**src/hw/rtl/mcl_pkg.sv**
```systemverilog
// ----------------------------------------------------------------------------
// mcl_pkg
// shared types, constants, microcode table and format lookup for the
// mip chain layout generator
// ----------------------------------------------------------------------------
package mcl_pkg;

    // level limits
    localparam int MAX_LEVELS = 16;
    localparam int RESULT_CAP = 16;
    localparam int LEVEL_CAP  = (MAX_LEVELS < RESULT_CAP) ? MAX_LEVELS : RESULT_CAP;

    // number of format codes with a table entry
    localparam int NUM_FORMATS = 21;

    typedef struct packed {
        logic [15:0] tex_width;
        logic [15:0] tex_height;
        logic [4:0]  wanted_levels;
        logic [4:0]  pixel_format;
    } t_in_word;

    typedef struct packed {
        logic        status;
        logic [3:0]  level_index;
        logic [15:0] level_width;
        logic [15:0] level_height;
        logic [19:0] line_stride;
        logic [35:0] level_bytes;
        logic [36:0] level_offset;
        logic [4:0]  level_count;
        logic [36:0] total_bytes;
        logic        last_record;
    } t_out_word;

    // status codes
    localparam logic ST_OK      = 1'b0;
    localparam logic ST_BAD_ARG = 1'b1;

    // datapath operations
    typedef enum logic [2:0] {
        OP_NOP,
        OP_LOAD,
        OP_SCAN,
        OP_COUNT,
        OP_PITCH,
        OP_SIZE,
        OP_EMIT,
        OP_ERR
    } t_op;

    // jump conditions
    typedef enum logic [2:0] {
        C_NEXT,
        C_ALWAYS,
        C_NO_INPUT,
        C_ZERO_DIM,
        C_SCAN_MORE,
        C_OUT_BUSY,
        C_MORE_LEVELS
    } t_cond;

    typedef logic [3:0] t_upc;

    // program addresses
    localparam t_upc A_IDLE     = 4'd0;
    localparam t_upc A_CHECK    = 4'd1;
    localparam t_upc A_SCAN     = 4'd2;
    localparam t_upc A_COUNT    = 4'd3;
    localparam t_upc A_PITCH    = 4'd4;
    localparam t_upc A_SIZE     = 4'd5;
    localparam t_upc A_EMIT     = 4'd6;
    localparam t_upc A_LOOP     = 4'd7;
    localparam t_upc A_DONE     = 4'd8;
    localparam t_upc A_ERR      = 4'd9;
    localparam t_upc A_ERR_DONE = 4'd10;

    typedef struct packed {
        t_op   op;
        t_cond cond;
        t_upc  target;
        logic  accept;
    } t_uword;

    // status back from the datapath to the sequencer
    typedef struct packed {
        logic zero_dim;
        logic scan_more;
        logic out_busy;
        logic more_levels;
    } t_flags;

    function automatic t_uword microcode(input t_upc upc);
        t_uword w;
        w = '{op: OP_NOP, cond: C_ALWAYS, target: A_IDLE, accept: 1'b0};
        case (upc)
            A_IDLE:     w = '{op: OP_LOAD,  cond: C_NO_INPUT,    target: A_IDLE,  accept: 1'b1};
            A_CHECK:    w = '{op: OP_NOP,   cond: C_ZERO_DIM,    target: A_ERR,   accept: 1'b0};
            A_SCAN:     w = '{op: OP_SCAN,  cond: C_SCAN_MORE,   target: A_SCAN,  accept: 1'b0};
            A_COUNT:    w = '{op: OP_COUNT, cond: C_NEXT,        target: A_IDLE,  accept: 1'b0};
            A_PITCH:    w = '{op: OP_PITCH, cond: C_NEXT,        target: A_IDLE,  accept: 1'b0};
            A_SIZE:     w = '{op: OP_SIZE,  cond: C_NEXT,        target: A_IDLE,  accept: 1'b0};
            A_EMIT:     w = '{op: OP_EMIT,  cond: C_OUT_BUSY,    target: A_EMIT,  accept: 1'b0};
            A_LOOP:     w = '{op: OP_NOP,   cond: C_MORE_LEVELS, target: A_PITCH, accept: 1'b0};
            A_DONE:     w = '{op: OP_NOP,   cond: C_ALWAYS,      target: A_IDLE,  accept: 1'b0};
            A_ERR:      w = '{op: OP_ERR,   cond: C_OUT_BUSY,    target: A_ERR,   accept: 1'b0};
            A_ERR_DONE: w = '{op: OP_NOP,   cond: C_ALWAYS,      target: A_IDLE,  accept: 1'b0};
            default:    w = '{op: OP_NOP,   cond: C_ALWAYS,      target: A_IDLE,  accept: 1'b0};
        endcase
        return w;
    endfunction

    // bytes per pixel by format code, unknown codes give 4
    function automatic logic [4:0] bytes_per_pixel(input logic [4:0] code);
        logic [4:0] b;
        b = 5'd4;
        if (code < 5'(NUM_FORMATS)) begin
            case (code)
                5'd0, 5'd1:                      b = 5'd1;
                5'd2, 5'd3, 5'd4:                b = 5'd2;
                5'd5:                            b = 5'd3;
                5'd15:                           b = 5'd16;
                5'd16, 5'd17, 5'd18, 5'd19, 5'd20: b = 5'd1;
                default:                         b = 5'd4;
            endcase
        end
        return b;
    endfunction

endpackage

```
**src/hw/rtl/mcl_sequencer.sv**
```systemverilog
// ----------------------------------------------------------------------------
// mcl_sequencer
// step counter over the microcode table with conditional jumps
// ----------------------------------------------------------------------------
module mcl_sequencer (
    input  logic            i_clk,
    input  logic            i_rst_n,
    input  logic            i_in_valid,
    input  mcl_pkg::t_flags i_flags,
    output mcl_pkg::t_uword o_uword
);

    mcl_pkg::t_upc   r_upc;
    mcl_pkg::t_upc   n_upc;
    mcl_pkg::t_uword uw;
    logic            take;

    always_ff @(posedge i_clk) begin
        if (!i_rst_n) begin
            r_upc <= mcl_pkg::A_IDLE;
        end else begin
            r_upc <= n_upc;
        end
    end

    always_comb begin
        uw = mcl_pkg::microcode(r_upc);
        case (uw.cond)
            mcl_pkg::C_NEXT:        take = 1'b0;
            mcl_pkg::C_ALWAYS:      take = 1'b1;
            mcl_pkg::C_NO_INPUT:    take = !i_in_valid;
            mcl_pkg::C_ZERO_DIM:    take = i_flags.zero_dim;
            mcl_pkg::C_SCAN_MORE:   take = i_flags.scan_more;
            mcl_pkg::C_OUT_BUSY:    take = i_flags.out_busy;
            mcl_pkg::C_MORE_LEVELS: take = i_flags.more_levels;
            default:                take = 1'b1;
        endcase
        n_upc = take ? uw.target : r_upc + 4'd1;
    end

    assign o_uword = uw;

endmodule

```
**src/hw/rtl/mcl_datapath.sv**
```systemverilog
// ----------------------------------------------------------------------------
// mcl_datapath
// request registers, chain length scan, per level arithmetic and output word
// ----------------------------------------------------------------------------
module mcl_datapath (
    input  logic               i_clk,
    input  logic               i_rst_n,
    input  mcl_pkg::t_op       i_op,
    input  logic               i_in_valid,
    input  mcl_pkg::t_in_word  i_in_word,
    input  logic               i_out_stall,
    output mcl_pkg::t_flags    o_flags,
    output logic               o_out_valid,
    output mcl_pkg::t_out_word o_out_word
);

    logic [15:0] r_w, r_h, r_maxd, r_sw, r_sh, r_lw, r_lh;
    logic [4:0]  r_want, r_bpp, r_full, r_count, r_lvl;
    logic [19:0] r_pitch;
    logic [35:0] r_size;
    logic [36:0] r_off, r_cur;
    logic        r_out_valid;
    mcl_pkg::t_out_word r_out_word;

    logic        out_busy;
    logic        fire;
    logic [15:0] lw_c, lh_c;
    logic [20:0] pitch_sum;
    logic [36:0] cur_rnd, level_end;
    logic [4:0]  cnt_a, cnt_b;

    assign out_busy  = r_out_valid && i_out_stall;
    assign fire      = (i_op == mcl_pkg::OP_EMIT || i_op == mcl_pkg::OP_ERR) && !out_busy;
    assign lw_c      = (r_sw == 16'd0) ? 16'd1 : r_sw;
    assign lh_c      = (r_sh == 16'd0) ? 16'd1 : r_sh;
    assign pitch_sum = 21'(lw_c) * 21'(r_bpp) + 21'd15;
    assign cur_rnd   = r_cur + 37'd255;
    assign level_end = r_off + {1'b0, r_size};
    assign cnt_a     = (r_want == 5'd0 || r_want > r_full) ? r_full : r_want;
    assign cnt_b     = (cnt_a > 5'(mcl_pkg::LEVEL_CAP)) ? 5'(mcl_pkg::LEVEL_CAP) : cnt_a;

    always_ff @(posedge i_clk) begin
        case (i_op)
            mcl_pkg::OP_LOAD: begin
                if (i_in_valid) begin
                    r_w    <= i_in_word.tex_width;
                    r_h    <= i_in_word.tex_height;
                    r_sw   <= i_in_word.tex_width;
                    r_sh   <= i_in_word.tex_height;
                    r_want <= i_in_word.wanted_levels;
                    r_bpp  <= mcl_pkg::bytes_per_pixel(i_in_word.pixel_format);
                    r_maxd <= (i_in_word.tex_width > i_in_word.tex_height) ?
                              i_in_word.tex_width : i_in_word.tex_height;
                    r_full <= 5'd1;
                    r_lvl  <= 5'd0;
                    r_cur  <= 37'd0;
                end
            end
            mcl_pkg::OP_SCAN: begin
                if (r_maxd > 16'd1) begin
                    r_maxd <= r_maxd >> 1;
                    r_full <= r_full + 5'd1;
                end
            end
            mcl_pkg::OP_COUNT: r_count <= cnt_b;
            mcl_pkg::OP_PITCH: begin
                r_lw    <= lw_c;
                r_lh    <= lh_c;
                r_pitch <= {pitch_sum[19:4], 4'b0000};
                r_off   <= {cur_rnd[36:8], 8'h00};
            end
            mcl_pkg::OP_SIZE: r_size <= 36'(r_pitch) * 36'(r_lh);
            mcl_pkg::OP_EMIT: begin
                if (!out_busy) begin
                    r_cur <= level_end;
                    r_lvl <= r_lvl + 5'd1;
                    r_sw  <= r_sw >> 1;
                    r_sh  <= r_sh >> 1;
                end
            end
            default: begin
            end
        endcase
    end

    // output word register
    always_ff @(posedge i_clk) begin
        if (fire) begin
            if (i_op == mcl_pkg::OP_ERR) begin
                r_out_word <= '{status:       mcl_pkg::ST_BAD_ARG,
                                level_index:  4'd0,
                                level_width:  16'd0,
                                level_height: 16'd0,
                                line_stride:  20'd0,
                                level_bytes:  36'd0,
                                level_offset: 37'd0,
                                level_count:  5'd0,
                                total_bytes:  37'd0,
                                last_record:  1'b1};
            end else begin
                r_out_word.status       <= mcl_pkg::ST_OK;
                r_out_word.level_index  <= r_lvl[3:0];
                r_out_word.level_width  <= r_lw;
                r_out_word.level_height <= r_lh;
                r_out_word.line_stride  <= r_pitch;
                r_out_word.level_bytes  <= r_size;
                r_out_word.level_offset <= r_off;
                if (r_lvl + 5'd1 == r_count) begin
                    r_out_word.level_count <= r_count;
                    r_out_word.total_bytes <= level_end;
                    r_out_word.last_record <= 1'b1;
                end else begin
                    r_out_word.level_count <= 5'd0;
                    r_out_word.total_bytes <= 37'd0;
                    r_out_word.last_record <= 1'b0;
                end
            end
        end
    end

    always_ff @(posedge i_clk) begin
        if (!i_rst_n) begin
            r_out_valid <= 1'b0;
        end else if (fire) begin
            r_out_valid <= 1'b1;
        end else if (!i_out_stall) begin
            r_out_valid <= 1'b0;
        end
    end

    assign o_flags.zero_dim    = (r_w == 16'd0) || (r_h == 16'd0);
    assign o_flags.scan_more   = r_maxd > 16'd1;
    assign o_flags.out_busy    = out_busy;
    assign o_flags.more_levels = r_lvl != r_count;
    assign o_out_valid         = r_out_valid;
    assign o_out_word          = r_out_word;

endmodule

```
**src/hw/rtl/mip_chain_layout_generator_unit.sv**
```systemverilog
// ----------------------------------------------------------------------------
// mip_chain_layout_generator_unit
// texture mip chain layout: one request in, one record word per mip level out
// ----------------------------------------------------------------------------
// first record: after accept the check, scan, count, pitch, size and emit
//   steps run in order; the scan shifts max(width,height) one bit per cycle
//   to find the chain length. a new request is taken only back in idle; each level takes
//   four microcode steps (pitch, multiply, emit, loop test), longer if stalled
// zero width or height: one error record, from the error step after the check
// reset: synchronous active low, clears the step counter and output valid
// ----------------------------------------------------------------------------
module mip_chain_layout_generator_unit (
    input  logic               i_clk,
    input  logic               i_rst_n,
    input  logic               i_in_valid,
    output logic               o_in_stall,
    input  mcl_pkg::t_in_word  i_in_word,
    output logic               o_out_valid,
    input  logic               i_out_stall,
    output mcl_pkg::t_out_word o_out_word
);

    // control word of the current step and status back from the datapath
    mcl_pkg::t_uword uword;
    mcl_pkg::t_flags flags;

    // sequencer: step counter walks the microcode table
    mcl_sequencer u_seq (
        .i_clk      (i_clk),
        .i_rst_n    (i_rst_n),
        .i_in_valid (i_in_valid),
        .i_flags    (flags),
        .o_uword    (uword)
    );

    // datapath: request registers, scan, per level arithmetic, output register
    mcl_datapath u_dp (
        .i_clk       (i_clk),
        .i_rst_n     (i_rst_n),
        .i_op        (uword.op),
        .i_in_valid  (i_in_valid),
        .i_in_word   (i_in_word),
        .i_out_stall (i_out_stall),
        .o_flags     (flags),
        .o_out_valid (o_out_valid),
        .o_out_word  (o_out_word)
    );

    // requests are taken only in the idle step of the program
    assign o_in_stall = !uword.accept;

`ifndef SYNTHESIS
    // an accepted request always moves the sequencer out of idle
    a_accept_leaves_idle: assert property (@(posedge i_clk) disable iff (!i_rst_n)
        (i_in_valid && !o_in_stall) |=> o_in_stall)
        else $error("sequencer still idle after accepting a request");

    // an error record is always the single, last record and carries no size
    a_err_is_last: assert property (@(posedge i_clk) disable iff (!i_rst_n)
        (o_out_valid && o_out_word.status) |->
        (o_out_word.last_record && o_out_word.level_bytes == 36'd0))
        else $error("error record not flagged last or carries data");

    // alignment of pitch and offset on every record
    a_alignment: assert property (@(posedge i_clk) disable iff (!i_rst_n)
        o_out_valid |->
        (o_out_word.line_stride[3:0] == 4'd0 && o_out_word.level_offset[7:0] == 8'd0))
        else $error("pitch or offset misaligned");

    // level count and total only on the last record
    a_totals_on_last: assert property (@(posedge i_clk) disable iff (!i_rst_n)
        (o_out_valid && !o_out_word.last_record) |->
        (o_out_word.level_count == 5'd0 && o_out_word.total_bytes == 37'd0))
        else $error("totals present on a record that is not last");
`endif

endmodule
```
**config.mk**
```make
export PLATFORM = sky130hd
export DESIGN_NAME = mip_chain_layout_generator_unit
export DESIGN_NICKNAME = d
export VERILOG_FILES = /design/src/hw/rtl/mcl_pkg.sv /design/src/hw/rtl/mcl_sequencer.sv /design/src/hw/rtl/mcl_datapath.sv /design/src/hw/rtl/mip_chain_layout_generator_unit.sv
export SDC_FILE = /design/constraint.sdc
export NUM_CORES = 1
export LEC_CHECK = 0
export BUFFER_PORTS_ARGS = -buffer_cell sky130_fd_sc_hd__buf_2
export CELL_PAD_IN_SITES_DETAIL_PLACEMENT = 1
export CELL_PAD_IN_SITES_GLOBAL_PLACEMENT = 1
export CORE_MARGIN = 2
export CORE_UTILIZATION = 55
export CTS_BUF_LIST = sky130_fd_sc_hd__clkbuf_8
export CTS_CLUSTER_SIZE = 20
export DETAILED_ROUTE_END_ITERATION = 16
export PLACE_DENSITY = 0.87
export SYNTH_ARGS = -nofsm -noshare
export SYNTH_HDL_FRONTEND = slang
export SYNTH_SLANG_ARGS = --single-unit
```
**constraint.sdc**
```tcl
create_clock -name i_clk -period 30.4 [get_ports i_clk]
set_clock_uncertainty 0.05 [all_clocks]
set_input_delay 6.08 -clock i_clk [delete_from_list [all_inputs] [get_ports i_clk]]
set_output_delay 6.08 -clock i_clk [all_outputs]
set_load 0.005 [all_outputs]
```
==> impl_metrics.yaml <==
layout:
  drive_gt1_frac: 0.119
  nets: 3268
  multiInputGateArea_sq_mm: 0.0147
  seq_area_sq_mm: 0.0123
  syn2layout_area_growth_pct: 10.0
  fin_area_sq_mm: 0.0316
  fillerInstances: 5538
setup_path:
  cp-start-kind: "primary input"
  critPathArrivalTime_ns: 8.68
  worstPathMaxFanout: 29
  required_ns: 30.77
  critPathCaptureType: "register"
  path_class: "primary input to register"
hold_path:
  min_path_type: "register to register"
clock_network:
  path_clk_slew_ns: 0.06
  clk_latency_ns: 0.69
  root_buffer: "clkbuf_8"
  cts_resized: 0
  cts.sinks: 413
  cts_buffers: 71
  cts_setup_buffers: 0
  cts-hold-fix-buffers: 0
  cts_buffer_depth: 3
  cts_tree: "built"
  h-tree-depth: 3
synthesis:
  yosys.cell_types.count: 77
  syn_area_sq_mm: 0.0287
  synth_area_leader_cell: "edfxtp_1"
  synth-async-reset-ratio: 0
  synth_most_common_cell: "edfxtp_1"
  syn_area_per_cell_sq_um: 11.0
  synth_cells: 2622
  ys_seq_area_frac: 0.426
  ys_top_cells_by_area: "edfxtp_1, fa_1, ha_1"
  synth_top_area_share: 0.416
  yosysWarnings: 0
  synth_common_cells: "edfxtp_1, inv_1, and2_1"
  synth-edff-count: 398
  ys.flop_type: "edfxtp_1"
  synth-seq-cells: 413
routing:
  via_per_inst: 5.88
  wl_per_cell_um: 23.9
  vias: 20706
  first_iter_violations: 1456
  antenna_left: 0
  firstDrtPassIters: 7
  drcViolationCount: 0
  drt-total-wl_um: 84300
floorplan:
  core_area_sq_mm: 0.0515
  rows: 83
  die_w_um: 233
  ioPinCount: 221
  start_util: 0.558
  die-height_um: 233
  die-area_sq_mm: 0.0541
global_routing:
  grt_pass1_wl_um: 131000
  grt_max_degree: 111
  grt_pass1_vias: 23457
  overflow: 0
  grt_use_total: 0.319
  antenna_found_initial: 3
sta:
  hold_viol: 0
  slew_headroom: 0.188
  finalCriticalPeriod_ns: 8.31
  finalSetupTns_ns: 0
  fmax_mhz: 120
  tightest_slew_ns: 1.22
  final_max_slew_viol_count: 0
  finalCritPeriodShare: 0.273
  setup_viol: 0
  hold_ws_ns: 0.433
  rsz0062_at_grt: "false"
status:
  status: "complete, no violations"
placed_design:
  dp_hpwl_um: 59700
  dpl_cell_area_sq_mm: 0.0302
  place_congestion: 0.899
  port_buffers: 200
flow_run:
  max_cap_violations: 0
-- state kept, by name (all words and copies together), names as in the netlist --
register	count
u_dp.o_out_valid	1
u_dp.o_out_word	153
u_dp.r_bpp	4
u_dp.r_count	5
u_dp.r_cur	33
u_dp.r_full	5
u_dp.r_h	16
u_dp.r_lh	16
u_dp.r_lvl	5
u_dp.r_lw	16
u_dp.r_maxd	15
u_dp.r_off	29
u_dp.r_pitch	16
u_dp.r_sh	16
u_dp.r_size	32
u_dp.r_sw	16
u_dp.r_w	16
u_dp.r_want	5
u_seq.o_uword	10
u_seq.r_upc	4
-- path summary, 6_finish.rpt --
check	cells after the start	endpoint	slack, ns	startpoint
worst max-delay path	12	u_dp.r_maxd[15]	22.09	i_in_word[11]
worst min-delay path	0	u_dp.r_lh[10]	0.43	u_dp.r_sh[10]
worst max register to register	22	u_dp.r_size[35]	22.74	u_dp.r_pitch[9]
worst min register to register	0	u_dp.r_lh[10]	0.43	u_dp.r_sh[10]
-- layout make-up --
class,instances,area share
multi-input combinational,1734,0.464
sequential,413,0.387
inverter,356,0.0422
timing repair buffer,213,0.0347
clock buffer,76,0.0331
tap,680,0.0269
clock inverter,51,0.0117
antenna,1,0.0000791
-- worst max-delay path: stages --
cell	delay, ns
buf_2	0.10
inv_1	0.07
ha_1	0.31
nor2b_1	0.14
o21a_1	0.16
o21a_1	0.16
o21a_1	0.17
o21a_1	0.16
o21ai_0	0.16
a211o_1	0.75
a21boi_0	0.24
mux2i_1	0.17
-- metrics by stage --
step | instances | setup WS (ns) | utilization
after CTS | 3523 | 22.16 | 0.614
after detailed placement | 3396 | 21.47 | 0.587
final | 3524 | 22.09 | 0.614
after global placement | 3396 | 21.54 | 0.587
after global routing | 3524 | 21.91 | 0.614
after floorplan | 2641 | 16.18 | -
-- per-layer routing --
metal  wire length, um  track usage
met2             43900        0.573
met3              4900       0.0563
met1             31200        0.366
met5                 7            0
met4              4270        0.158
-- placed cells by master (no fill, tap or decap), types with 16 or more instances in the layout --
cell type / Yosys / final
buf_2: 3 / 200
edfxtp_1: 398 / 398
nor2b_1: 16 / 16
and4_1: 19 / 19
nand4_1: 18 / 18
ha_1: 209 / 209
xor2_1: 45 / 45
clkbuf_8: 0 / 76
inv_1: 355 / 378
a21o_1: 34 / 34
nor4_1: 22 / 22
or3_1: 20 / 20
fa_1: 224 / 224
o21a_1: 18 / 18
and2_1: 296 / 296
a21oi_1: 62 / 61
nand2_1: 262 / 261
xnor2_1: 61 / 61
nor2_1: 130 / 129
o21ai_0: 62 / 62
nand3_1: 33 / 32
conb_1: 1 / 20
a211oi_1: 18 / 17
nor3_1: 32 / 32
-- cells by family after synthesis --
kind of cell               share of synthesized area
muxes                                        0.00248
buffers and inverters                         0.0672
DFF                                            0.426
xor gates and xnor gates                      0.0323
and+or+nand+nor                                0.162
adders and majority gates                      0.247
AOI/OAI and AO/OA                             0.0626
other                                       0.000130
Power is not shown: default switching activity piles up to over one toggle a cycle in this logic, so the estimate is an artifact.
